[config.mk]
export PLATFORM = sky130hd
export DESIGN_NAME = calendar_date_day_adder_unit
export DESIGN_NICKNAME = d
export VERILOG_FILES = /design/src/hw/rtl/cdda_pkg.sv /design/src/hw/rtl/calendar_date_day_adder_unit.sv /design/src/hw/rtl/cdda_step.sv
export SDC_FILE = /design/constraint.sdc
export NUM_CORES = 1
export LEC_CHECK = 0
export ABC_AREA = 1
export CAP_MARGIN = 20
export CORE_MARGIN = 5
export CORE_UTILIZATION = 29
export DETAILED_ROUTE_END_ITERATION = 8
export DONT_BUFFER_PORTS = 1
export SLEW_MARGIN = 30
export SYNTH_ARGS = -nofsm -noshare
export SYNTH_HDL_FRONTEND = slang
export SYNTH_SLANG_ARGS = --single-unit
[constraint.sdc]
create_clock -name i_clk -period 5.6 [get_ports i_clk]
set_input_delay 0.56 -clock i_clk [delete_from_list [all_inputs] [get_ports i_clk]]
set_output_delay 0.56 -clock i_clk [all_outputs]
set_load 0.01 [all_outputs]
[src/hw/rtl/cdda_pkg.sv]
// Shared types, constants and calendar helpers for the calendar date day adder.
// No dependencies; imported by every module of the block.
package cdda_pkg;

    localparam int unsigned YEAR_W  = 14;
    localparam int unsigned MONTH_W = 4;
    localparam int unsigned DAY_W   = 5;
    localparam int unsigned COUNT_W = 16;
    localparam int unsigned Y400_W  = 9;

    localparam logic [YEAR_W-1:0]  LAST_YEAR  = 14'd9999;
    localparam logic [YEAR_W-1:0]  FIRST_YEAR = 14'd1;
    localparam logic [YEAR_W-1:0]  CYCLE_LEN  = 14'd400;
    localparam logic [Y400_W-1:0]  CYCLE_LAST = 9'd399;
    localparam logic [MONTH_W-1:0] JANUARY    = 4'd1;
    localparam logic [MONTH_W-1:0] FEBRUARY   = 4'd2;
    localparam logic [MONTH_W-1:0] DECEMBER   = 4'd12;
    localparam logic [DAY_W-1:0]   FIRST_DAY  = 5'd1;
    localparam logic [DAY_W-1:0]   LAST_DAY   = 5'd31;

    // Outcome of one month step of the walk
    typedef struct packed {
        logic [DAY_W-1:0]   len;        // days in the current month
        logic               fits;       // remaining count ends inside this month
        logic [DAY_W-1:0]   day_sum;    // day after adding the remaining count
        logic [COUNT_W-1:0] left_next;  // count left after leaving this month
    } t_step;

    // Leap rule from the year's position in the 400-year cycle
    function automatic logic is_leap(input logic [Y400_W-1:0] y400);
        is_leap = (y400[1:0] == 2'd0) && (y400 != 9'd100) && (y400 != 9'd200)
                  && (y400 != 9'd300);
    endfunction

    function automatic logic [DAY_W-1:0] month_len(input logic [MONTH_W-1:0] month,
                                                   input logic leap);
        case (month)
            4'd1, 4'd3, 4'd5, 4'd7, 4'd8, 4'd10, 4'd12: month_len = 5'd31;
            4'd4, 4'd6, 4'd9, 4'd11:                  month_len = 5'd30;
            4'd2:                                     month_len = leap ? 5'd29 : 5'd28;
            default:                                  month_len = 5'd31;
        endcase
    endfunction

endpackage

[src/hw/rtl/calendar_date_day_adder_unit.sv]
// Top level of the calendar date day adder: sequencer, date state and output register.
// Depends on cdda_pkg and cdda_step.
//
// Keeps one Gregorian date (year 1..9999) and answers every input item with one result
// item holding the date after it. A load item (op 0) clamps the given year, month and day
// into range and stores them; it then passes through S_MOD, where repeated subtraction
// of 400 finds the year's place in the 400-year leap cycle, S_LOAD_FIN, where the day is
// clamped to the month length, and S_OUT. An add item (op 1) walks forward one month per
// cycle through the shared month step unit until the count ends inside a month, then
// goes to S_OUT. Walking past 9999-12-31 saturates there and raises year_overflow. The
// input side is stalled from acceptance until the result has been placed in the output
// register; that register lets the next item be accepted while the previous result still
// waits downstream.
module calendar_date_day_adder_unit (
    input  logic                         i_clk,
    input  logic                         i_rst_n,
    input  logic                         i_in_valid,
    output logic                         o_in_stall,
    input  logic                         i_op,
    input  logic [cdda_pkg::YEAR_W-1:0]  i_load_year,
    input  logic [cdda_pkg::MONTH_W-1:0] i_load_month,
    input  logic [cdda_pkg::DAY_W-1:0]   i_load_day,
    input  logic [cdda_pkg::COUNT_W-1:0] i_day_count,
    output logic                         o_out_valid,
    input  logic                         i_out_stall,
    output logic [cdda_pkg::YEAR_W-1:0]  o_cur_year,
    output logic [cdda_pkg::MONTH_W-1:0] o_cur_month,
    output logic [cdda_pkg::DAY_W-1:0]   o_cur_day,
    output logic                         o_year_overflow
);
    import cdda_pkg::*;

    typedef enum logic [2:0] {
        S_IDLE,
        S_MOD,
        S_LOAD_FIN,
        S_WALK,
        S_OUT
    } t_state;

    t_state              r_state;
    logic [YEAR_W-1:0]   r_year;
    logic [MONTH_W-1:0]  r_month;
    logic [DAY_W-1:0]    r_day;
    logic [Y400_W-1:0]   r_y400;     // year modulo 400, tracked alongside r_year
    logic [YEAR_W-1:0]   r_rem;      // working remainder while loading
    logic [COUNT_W-1:0]  r_left;     // days still to add
    logic                r_ovf;
    logic                r_out_valid;
    logic [YEAR_W-1:0]   r_out_year;
    logic [MONTH_W-1:0]  r_out_month;
    logic [DAY_W-1:0]    r_out_day;
    logic                r_out_ovf;

    logic [YEAR_W-1:0]   n_year;
    logic [MONTH_W-1:0]  n_month;
    t_step               step;
    logic                in_take;
    logic                out_take;

    cdda_step u_step (
        .i_y400  (r_y400),
        .i_month (r_month),
        .i_day   (r_day),
        .i_left  (r_left),
        .o_step  (step)
    );

    assign o_in_stall = (r_state != S_IDLE);
    assign in_take    = i_in_valid && (r_state == S_IDLE);
    assign out_take   = r_out_valid && !i_out_stall;

    // Clamp the load fields into range
    always_comb begin
        if (i_load_year < FIRST_YEAR) begin
            n_year = FIRST_YEAR;
        end else if (i_load_year > LAST_YEAR) begin
            n_year = LAST_YEAR;
        end else begin
            n_year = i_load_year;
        end
        if (i_load_month < JANUARY) begin
            n_month = JANUARY;
        end else if (i_load_month > DECEMBER) begin
            n_month = DECEMBER;
        end else begin
            n_month = i_load_month;
        end
    end

    always_ff @(posedge i_clk) begin
        if (!i_rst_n) begin
            r_state     <= S_IDLE;
            r_year      <= FIRST_YEAR;
            r_month     <= JANUARY;
            r_day       <= FIRST_DAY;
            r_y400      <= 9'd1;
            r_ovf       <= 1'b0;
            r_out_valid <= 1'b0;
        end else begin
            // drop the result once taken, unless a fresh one replaces it this cycle
            if (out_take && (r_state != S_OUT)) begin
                r_out_valid <= 1'b0;
            end
            case (r_state)
                S_IDLE: begin
                    if (in_take) begin
                        r_ovf <= 1'b0;
                        if (i_op) begin
                            r_left  <= i_day_count;
                            r_state <= S_WALK;
                        end else begin
                            r_year  <= n_year;
                            r_month <= n_month;
                            r_day   <= i_load_day;
                            r_rem   <= n_year;
                            r_state <= S_MOD;
                        end
                    end
                end
                S_MOD: begin
                    // reduce the year modulo 400 by repeated subtraction
                    if (r_rem >= CYCLE_LEN) begin
                        r_rem <= r_rem - CYCLE_LEN;
                    end else begin
                        r_y400  <= r_rem[Y400_W-1:0];
                        r_state <= S_LOAD_FIN;
                    end
                end
                S_LOAD_FIN: begin
                    // month length is known now: clamp the day
                    if (r_day < FIRST_DAY) begin
                        r_day <= FIRST_DAY;
                    end else if (r_day > step.len) begin
                        r_day <= step.len;
                    end
                    r_state <= S_OUT;
                end
                S_WALK: begin
                    if (step.fits) begin
                        r_day   <= step.day_sum;
                        r_state <= S_OUT;
                    end else begin
                        r_left <= step.left_next;
                        r_day  <= FIRST_DAY;
                        if (r_month >= DECEMBER) begin
                            if (r_year >= LAST_YEAR) begin
                                // saturate at the last representable day
                                r_year  <= LAST_YEAR;
                                r_month <= DECEMBER;
                                r_day   <= LAST_DAY;
                                r_ovf   <= 1'b1;
                                r_state <= S_OUT;
                            end else begin
                                r_year  <= r_year + 14'd1;
                                r_month <= JANUARY;
                                r_y400  <= (r_y400 == CYCLE_LAST) ? '0 : r_y400 + 9'd1;
                            end
                        end else begin
                            r_month <= r_month + 4'd1;
                        end
                    end
                end
                S_OUT: begin
                    // hold until the output register is free
                    if (!r_out_valid || out_take) begin
                        r_out_valid <= 1'b1;
                        r_out_year  <= r_year;
                        r_out_month <= r_month;
                        r_out_day   <= r_day;
                        r_out_ovf   <= r_ovf;
                        r_state     <= S_IDLE;
                    end
                end
                default: begin
                    r_state <= S_IDLE;
                end
            endcase
        end
    end

    assign o_out_valid     = r_out_valid;
    assign o_cur_year      = r_out_year;
    assign o_cur_month     = r_out_month;
    assign o_cur_day       = r_out_day;
    assign o_year_overflow = r_out_ovf;

endmodule

[src/hw/rtl/cdda_step.sv]
// Month step unit of the calendar date day adder: month length and one walk step.
// Depends on cdda_pkg.
module cdda_step (
    input  logic [cdda_pkg::Y400_W-1:0]  i_y400,
    input  logic [cdda_pkg::MONTH_W-1:0] i_month,
    input  logic [cdda_pkg::DAY_W-1:0]   i_day,
    input  logic [cdda_pkg::COUNT_W-1:0] i_left,
    output cdda_pkg::t_step              o_step
);
    import cdda_pkg::*;

    logic [COUNT_W:0]   sum;
    logic [DAY_W-1:0]   len;
    logic [COUNT_W-1:0] used;

    always_comb begin
        len  = month_len(i_month, is_leap(i_y400));
        sum  = {{(COUNT_W+1-DAY_W){1'b0}}, i_day} + {1'b0, i_left};
        // days taken up to and including the first of the next month
        used = {{(COUNT_W-DAY_W){1'b0}}, len - i_day} + {{(COUNT_W-1){1'b0}}, 1'b1};
        o_step.len       = len;
        o_step.fits      = (sum <= {{(COUNT_W+1-DAY_W){1'b0}}, len});
        o_step.day_sum   = sum[DAY_W-1:0];
        o_step.left_next = i_left - used;
    end

endmodule

Word level (Yosys, flattened, before mapping)
Index checks and enable logic that the tools add are counted.

Input bits: 44. Register bits: 91. Output and inout bits: 26.

Equal/unequal tests: 27. Order comparisons: 10. Reductions and logical operators: 26. Mux-type cells: 54. $add $sub $neg: 8.

Operators with widths (number): 2-to-1 mux 14 bit (8); one-hot mux 14 bit (2 select lines) (2); 2-to-1 mux 16 bit (3); 2-to-1 mux 9 bit (5); 2-to-1 mux 5 bit (7); one-hot mux 16 bit (2 select lines) (1); AND reduction 5 bit (6); 2-to-1 mux 4 bit (7); inequality test 2 bit, second input constant (10); 2-to-1 mux 3 bit (6); one-hot mux 9 bit (2 select lines) (1); adder 5 x 16 -> 17 bit (1); less-or-equal comparator 17 x 5 -> 1 bit (1); subtractor 16 bit (1); one-hot mux 3 bit (5 select lines) (1); one-hot mux 5 bit (3 select lines) (1); adder 14 x 1 -> 14 bit, second input constant (1); >= comparator 14 bit, second input constant (1); >= comparator 14 x 9 -> 1 bit, second input constant (1); greater-than comparator 14 bit, second input constant (1); less-than comparator 14 x 1 -> 1 bit, second input constant (1); subtractor 14 x 9 -> 14 bit, second input constant (1); inequality test 3 bit, second input constant (4); one-hot mux 5 bit (2 select lines) (1); other kinds (33) (53).

Logic depth before layout (Yosys ltp)
Gate-level depths: netlist of the first run.

Word-level depth: 11. Gate-level depth with buffers: 28.

Modules after synthesis
A second synthesis of the first run with hierarchy kept.

Cell total of the unflattened synthesis: 887. Area, all modules: 6411.1 µm².

Modules (own cells, without submodules): calendar_date_day_adder_unit (cells an instance 646, instances 1, area each 5067.4 µm²); cdda_step (cells an instance 241, instances 1, area each 1343.8 µm²).

Worst setup path before layout of the first run
Ideal clock, no wire load.

Kind: register to register. Start: reg r_month[0]. End: reg r_left[11], data pin. Cell stages (with the launch flop): 25. Period minus slack after synthesis: 3.879 ns. Path buffers: 0. Setup slack: 1.721 ns. Data arrival time: 3.611 ns. Required time: 5.332 ns. Path through: dfxtp_1 inv_1 ha_1 o21ai_0 a21oi_1 inv_1 nand2_1 ha_1 fa_1 or2_2 nand2_1 xor2_1 ha_1 a21oi_1 nand2_1 nand2_1 nand2_1 a21oi_1 nor2_1 nor2_1 nand2_1 nor2_1 nand2_1 xor2_1 o21ai_0.

Word-level cells in the longest chain between the ends: 8. Elaborated cells between the ends (all ways): 12.

RTL lines: start, declared (line calendar_date_day_adder_unit.sv:43) `logic [MONTH_W-1:0] r_month;`; start signal, assigned (line calendar_date_day_adder_unit.sv:114) `r_month <= n_month;`; start signal, assigned (line calendar_date_day_adder_unit.sv:160) `r_month <= r_month + 4'd1;`; == test 4 x 3 -> 1 bit or == test 4 bit (tied branches) (line cdda_pkg.sv:37) `case (month)`; OR reduction 4 bit (line cdda_pkg.sv:37); one-hot mux 5 bit (2 select lines) (*) (line cdda_pkg.sv:37); subtractor 5 bit (*) (line cdda_step.sv:20) `used = {{(COUNT_W-DAY_W){1'b0}}, len - i_day} + {{(COUNT_W-1){1'b0}}, 1'b1};`; adder 5 x 1 -> 6 bit (*) (line cdda_step.sv:20); subtractor 16 bit (*) (line cdda_step.sv:24) `o_step.left_next = i_left - used;`; 2-to-1 mux 16 bit (*) (line calendar_date_day_adder_unit.sv:140) `if (step.fits) begin`; one-hot mux 16 bit (2 select lines) (*) (line calendar_date_day_adder_unit.sv:105) `case (r_state)`; end signal, assigned (line calendar_date_day_adder_unit.sv:110) `r_left <= i_day_count;`; end signal, assigned (line calendar_date_day_adder_unit.sv:144) `r_left <= step.left_next;`; end, declared (line calendar_date_day_adder_unit.sv:47) `logic [COUNT_W-1:0] r_left;`.

Mark *: on every way between the ends. The rest lies on a longest branch, timed or not. The select of a mux whose other input is x is not followed. A chain may end at the register's enable or synchronous reset.

Worst setup path in the final report of the first run
Same ends and word-level chain as after synthesis.

==> impl_metrics.csv, run 1 <==
group,metric,value,unit
detailed_routing,firstDrtPassIters,5,
power,p_switching,1710,uW
cells_and_area,drive_gt1_frac,0.0547,
placement,io_buffer_count,0,
clock_tree,cts_num_sinks,91,
synth,yosys.area.top_type_share,0.261,
power,switching_share,0.473,
setup_path,startpoint,"r_month[0]$_SDFFE_PN1P_",
floorplan,initial_core_util,0.295,
synth,synth-seq-cells,91,
detailed_routing,totalWireLength,17400,um
synth,synthDistinctLibCells,48,
global_route,grtUsageTotal,0.141,
setup_path,cp_cell_sequence,"inv_1, ha_1, o21ai_0, a21oi_1, inv_1, nand2_1, ha_1, fa_1, or2_2, nand2_1, xor2_1, ha_1, a21oi_1, nand2_1, nand2_1, nand2_1, a21oi_1, nor2_1, nor2_1, nand2_1, nor2_1, nand2_1, xor2_1, o21ai_0",
detailed_routing,post-route-drc-count,0,
global_route,grt_pass1_wl,27600,um
power,p_total,3610,uW
cells_and_area,nets,926,
outcome,run_status,"completed",
timing,setup_ws,1.20,ns
clock_tree,cts.reportedPaths.clkPinSlew,0.06,ns
floorplan,pin_count,70,
floorplan,rows,53,
clock_tree,worstSkewPairLatency,0.36,ns
power,peakVddDrop,0.187,mV
timing,max-slew-margin-rel,0.429,
detailed_routing,drtIter0Drc,368,
setup_path,slowest_delay,0.42,ns
setup_path,crit_path_end_kind,"flop",
detailed_routing,vias_per_cell,4.93,
synth,netlist_area,6210,um2
synth,synth_edf_count,54,
placement,post-dp-hpwl,13000,um
cells_and_area,fillers,2269,
timing,max_freq,228,MHz
worst_hold_path,hp-class,"in -> reg",
global_route,grt_antenna_before_repair,0,
setup_path,startpoint_type,"flop",
global_route,grt_pass1_vias,5273,
setup_path,slowest_stage,"dfxtp_1",
floorplan,die_area,24400,um2
floorplan,die_height,156,um
detailed_routing,ant_nets,0,
clock_tree,numCtsBuffers,9,
global_route,grt_max_degree,41,
cells_and_area,area_growth,8.87,%
setup_path,path_common_cell,"nand2_1",
synth,syn_inst,857,
run,drv_cap,0,
clock_tree,cts_htree_levels,3,
timing,finalMaxSlewViolations,0,
synth,yosysSeqAreaShare,0.381,
clock_tree,cts_setup_buffers,0,
synth,yosys_warnings,0,
timing,rsz0062_at_grt,"no",
setup_path,cp_data_arrival_time,4.47,ns
timing,post-route-period-util,0.785,
power,power.density,535,nW/um2
power,p_seq_frac,0.326,
synth,syn-num-nets,929,
cells_and_area,antenna_cells,0,
timing,worst_pin_slew,0.853,ns
setup_path,r2r_start,"r_month[0]$_SDFFE_PN1P_",
timing,finalHoldViolCount,0,
placement,pre_cts_ws,1.23,ns
worst_hold_path,min_path_cells,1,
cells_and_area,regArea,2360,um2
clock_tree,cts_root_buf,"clkbuf_16",
setup_path,worst-path-max-fanout,5,
setup_path,required,5.67,ns
synth,synth_most_common_cell,"nand2_1",
placement,place_congestion,0.860,
worst_hold_path,min_from,"i_rst_n",
timing,finalSetupViolations,0,
synth,avgSynthCellArea,7.24,um2
timing,fin_setup_tns,0,ns
detailed_routing,vias,5587,
synth,yosys.area.top_type,"edfxtp_1",
setup_path,reg2reg_depth,24,
detailed_routing,wl_per_cell,15.3,um
synth,synthTopCellsByArea,"edfxtp_1, nand2_1, dfxtp_1",
cells_and_area,multi_input_area,3320,um2
setup_path,crit_type,"reg -> reg",
clock_tree,postCtsHoldBufs,0,
clock_tree,tritoncts,"done",
floorplan,die_w,156,um
global_route,gr-total-overflow,0,
clock_tree,post_cts_resized,0,
synth,netlist_top_cells_count,"nand2_1, inv_1, nor2_1",
synth,yosys_most_used_dff,"edfxtp_1",
timing,post-route-min-period,4.40,ns
synth,synthArstFlopShare,0,
power,power_leakage,0.00298,uW
power,p_comb_frac,0.514,
power,internal-power,1910,uW
clock_tree,cts.path.max_buffers,2,
timing,finClkSkew,0.0118,ns
power,clockPowerShare,0.161,
floorplan,coreArea,21000,um2
[flip-flops by register name, summed over array words and instances (netlist names)]
signal           count
r_rem               14
r_state              3
o_out_valid          1
r_month              4
o_cur_day            5
o_year_overflow      1
r_left              16
r_day                5
o_cur_month          4
o_cur_year          14
r_y400               9
r_year              14
r_ovf                1
[layer usage]
metal,track usage,vias up,share of wire
li1,-,2820,-
met1,0.191,2609,0.47
met2,0.221,138,0.45
met3,0.0440,20,0.069
met4,0.0335,0,0.013
met5,0,-,0
[critical path: cells and delay by family, from the launching register on]
family          cells  cell delay (ns)
compound gates      5             0.68
buf+inv             2             0.19
flops               1             0.42
xor+xnor            2             0.29
simple gates       11             1.41
fa+ha+maj           4             1.13
[through the flow]
stage                     std cells   util  hold WS, ns  cell area, um2
after floorplan                 857      -        0.408            6210
after global placement         1118  0.309        0.417            6490
after detailed placement       1118  0.309        0.418            6490
after CTS                      1134  0.321        0.273            6760
after global routing           1134  0.321        0.283            6760
final                          1134  0.321        0.289            6760
[cells in the final DEF (no fill, tap or decap), drive strengths merged]
| cell type | instances |
|---|---|
| o211ai | 3 |
| a31o | 2 |
| or2 | 4 |
| clkbuf | 10 |
| clkinv | 6 |
| nor3 | 15 |
| nor4 | 5 |
| nor2 | 100 |
| a21oi | 32 |
| a41oi | 2 |
| o21bai | 1 |
| ha | 25 |
| o31ai | 2 |
| a21o | 3 |
| nand3b | 2 |
| a211oi | 1 |
| dfxtp | 37 |
| o41ai | 1 |
| nand3 | 70 |
| o32ai | 2 |
| xnor2 | 7 |
| a32oi | 1 |
| xor2 | 25 |
| nor3b | 2 |
| fa | 3 |
| clkinvlp | 2 |
| nand2 | 235 |
| nand4 | 19 |
| o221ai | 1 |
| edfxtp | 54 |
| a31oi | 6 |
| o22ai | 4 |
| o21ai | 59 |
| inv | 112 |
| buf | 4 |
| and2 | 2 |
[cell families (layout without fill, tap and decap cells)]
family | after synthesis | after routing | synth area share
AO/OA/AOI/OAI | 120 | 120 | 0.109
adder cells (fa/ha/maj) | 28 | 28 | 0.0601
XOR/XNOR | 32 | 32 | 0.0452
flip-flops | 91 | 91 | 0.381
buffers and inverters | 132 | 134 | 0.0847
AND/OR/NAND/NOR | 454 | 454 | 0.321
[cell type report]
type                    count  area share
repair buffers              4     0.00444
multi-input cells         634       0.492
clock buffers              10      0.0339
clock inverters             6     0.00592
flip-flops and latches     91       0.350
inverters                 114      0.0633
well taps                 275      0.0509
[worst paths after layout]
check                                   to  slack [ns]
hold / removal       r_day[0]$_SDFFE_PN1P_        0.29
hold reg to reg   o_cur_year[13]$_DFFE_PP_        0.44
setup / recovery      r_left[11]$_DFFE_PP_        1.20
setup reg to reg      r_left[11]$_DFFE_PP_        1.20
[power groups by stage]
stage                     clock [uW]  sequential, uW  combinational (uW)
after floorplan                    0            1110                1510
after detailed placement           0            1190                1850
after global placement             0            1190                1830
after CTS                        592            1180                1860
after global routing             619            1210                2170
final                            580            1180                1860
(Power assumes the default switching activity.)
==> run 2, diff against run 1 <==
==> constraint.sdc (replaced) <==
create_clock -name i_clk -period 4.1 [get_ports i_clk]
set_input_delay 0.41 -clock i_clk [delete_from_list [all_inputs] [get_ports i_clk]]
set_output_delay 0.41 -clock i_clk [all_outputs]
set_load 0.01 [all_outputs]
==> run 2 against run 1 <==
Sequential power is 36% higher. Clock power is 36% higher. Via count is 1.8% higher. Count of clock-buffer cells in the layout stayed put. Critical path type unchanged. Highest routed layer unchanged.
==> impl_metrics.csv, run 2 (synthesis gave the netlist of run 1 again) <==
group,metric,value,unit
cells_and_area,fillers,2230,
placement,io_buffer_count,0,
timing,post-route-period-util,0.953,
setup_path,startpoint_type,"flop",
detailed_routing,wl_met3,1320,um
power,power.density,759,nW/um2
timing,finalMaxSlewViolations,0,
detailed_routing,vias_per_cell,4.90,
global_route,grt_antenna_before_repair,0,
timing,max_freq,256,MHz
power,peakVddDrop,0.278,mV
cells_and_area,antenna_cells,0,
floorplan,die_w,156,um
worst_hold_path,hp-class,"in -> reg",
run,drv_cap,0,
cells_and_area,top_register,"r_left",
cells_and_area,final_cell_mix,"nand2_1, inv_1, nor2_1",
global_route,grt_pass1_vias,5408,
placement,post-dp-hpwl,12900,um
detailed_routing,post-route-drc-count,0,
cells_and_area,area_growth,14.0,%
floorplan,die_area,24400,um2
timing,finalSetupViolations,0,
detailed_routing,top_layer_used,"met4",
global_route,grt_max_degree,41,
power,p_total,5370,uW
clock_tree,tritoncts,"done",
floorplan,die_height,156,um
detailed_routing,firstDrtPassIters,5,
timing,max-slew-margin-rel,0.617,
outcome,run_status,"completed",
clock_tree,cts_htree_levels,3,
clock_tree,cts_root_buf,"clkbuf_16",
timing,finClkSkew,0.00967,ns
timing,worst_pin_slew,0.570,ns
detailed_routing,ant_nets,0,
timing,finalHoldViolCount,0,
floorplan,pin_count,70,
clock_tree,cts.path.max_buffers,2,
clock_tree,numCtsBuffers,9,
detailed_routing,wl_met2,7920,um
floorplan,coreArea,21000,um2
timing,post-route-min-period,3.91,ns
detailed_routing,wl_met1,7940,um
setup_path,worst-path-max-fanout,4,
detailed_routing,vias,5685,
setup_path,required,4.19,ns
cells_and_area,final_common_cell,"nand2_1",
detailed_routing,wl_per_cell,14.9,um
clock_tree,postCtsHoldBufs,0,
cells_and_area,nets,952,
clock_tree,cts_num_sinks,91,
setup_path,cp_data_arrival_time,3.99,ns
clock_tree,worstSkewPairLatency,0.35,ns
cells_and_area,drive_gt1_frac,0.115,
cells_and_area,largest_reg_flops,16,
placement,place_congestion,0.853,
timing,fin_hold_ws,0.143,ns
global_route,grtUsageTotal,0.142,
detailed_routing,totalWireLength,17300,um
setup_path,crit_type,"reg -> reg",
timing,fin_setup_tns,0,ns
setup_path,crit_path_end_kind,"flop",
global_route,grt_pass1_wl,27700,um
power,power_leakage,0.00312,uW
floorplan,initial_core_util,0.295,
global_route,gr-total-overflow,0,
detailed_routing,drtIter0Drc,285,
clock_tree,cts.reportedPaths.clkPinSlew,0.07,ns
floorplan,rows,53,
timing,rsz0062_at_grt,"yes",
run 2: changes by cell type in the layout (fill, tap and decap cells not counted), sizes merged:
| cell | change |
|---|---|
| inv | -1 |
| clkinv | +2 |
| buf | +26 |
| clkinvlp | -1 |
run 2: critical path: stages (launching register included):
cell     delay (ns)
dfxtp_2        0.32
inv_2          0.08
nor3_1         0.05
or2_2          0.28
nand3_2        0.08
nand2_1        0.05
nand2_1        0.07
nand2_2        0.07
ha_4           0.17
fa_2           0.56
inv_2          0.05
ha_4           0.16
xor2_1         0.15
ha_1           0.32
a21oi_1        0.14
nand2_1        0.09
nand2_2        0.08
nand2_2        0.06
a21oi_4        0.16
nor2_4         0.07
nor2_4         0.10
nand2_2        0.08
buf_4          0.13
buf_4          0.12
o21ai_1        0.10
a31oi_1        0.08
run 2: path summary, 6_finish.rpt:
kind,start,endpoint,slack [ns],cells after the start
worst min register to register,r_year[13]$_SDFFE_PN0P_,o_cur_year[13]$_DFFE_PP_,0.44,0
worst min-delay path,i_rst_n,r_day[0]$_SDFFE_PN1P_,0.14,1
worst max-delay path,r_y400[5]$_SDFFE_PN0P_,r_left[9]$_DFFE_PP_,0.19,25
worst max register to register,r_y400[5]$_SDFFE_PN0P_,r_left[9]$_DFFE_PP_,0.19,25
run 2: layer usage:
metal	GRT usage	vias up
met3	0.0523	15
li1	-	2882
met2	0.225	167
met5	0	-
met1	0.188	2621
met4	0.0285	0
run 2: final cells by class:
cell class                      instances  area, um2  area share
Clock buffer                           10        229      0.0324
Clock inverter                          6       41.3     0.00584
Inverter                              114        428      0.0605
Multi-Input combinational cell        634       3440       0.486
Sequential cell                        91       2370       0.335
Tap cell                              275        344      0.0486
Timing Repair Buffer                   30        225      0.0318
run 2: repair_timing:
item | 4_1_cts | 5_1_grt
setup endpoints to repair | 3 | 8
resized for setup | 9 | 32
setup buffers | 2 | 7
pin swaps | 4 | 16
run 2: per-stage QoR:
step	setup WS, ns	utilization	cell area [um2]	std cells
2_1_floorplan	0.221	-	6210	857
3_3_place_gp	0.0303	0.315	6620	1135
3_5_place_dp	-0.135	0.315	6620	1135
4_1_cts	0.0147	0.329	6920	1153
5_1_grt	-0.0537	0.337	7080	1160
6_report	0.191	0.337	7080	1160
run 2: power breakdown:
| part | leakage, uW | switching [uW] | total, uW | internal (uW) |
|---|---|---|---|---|
| registers | 0.000803 | 300 | 1600 | 1300 |
| clock network | 0.000128 | 374 | 786 | 412 |
| logic | 0.00219 | 1810 | 2980 | 1180 |
| total | 0.00312 | 2480 | 5370 | 2890 |
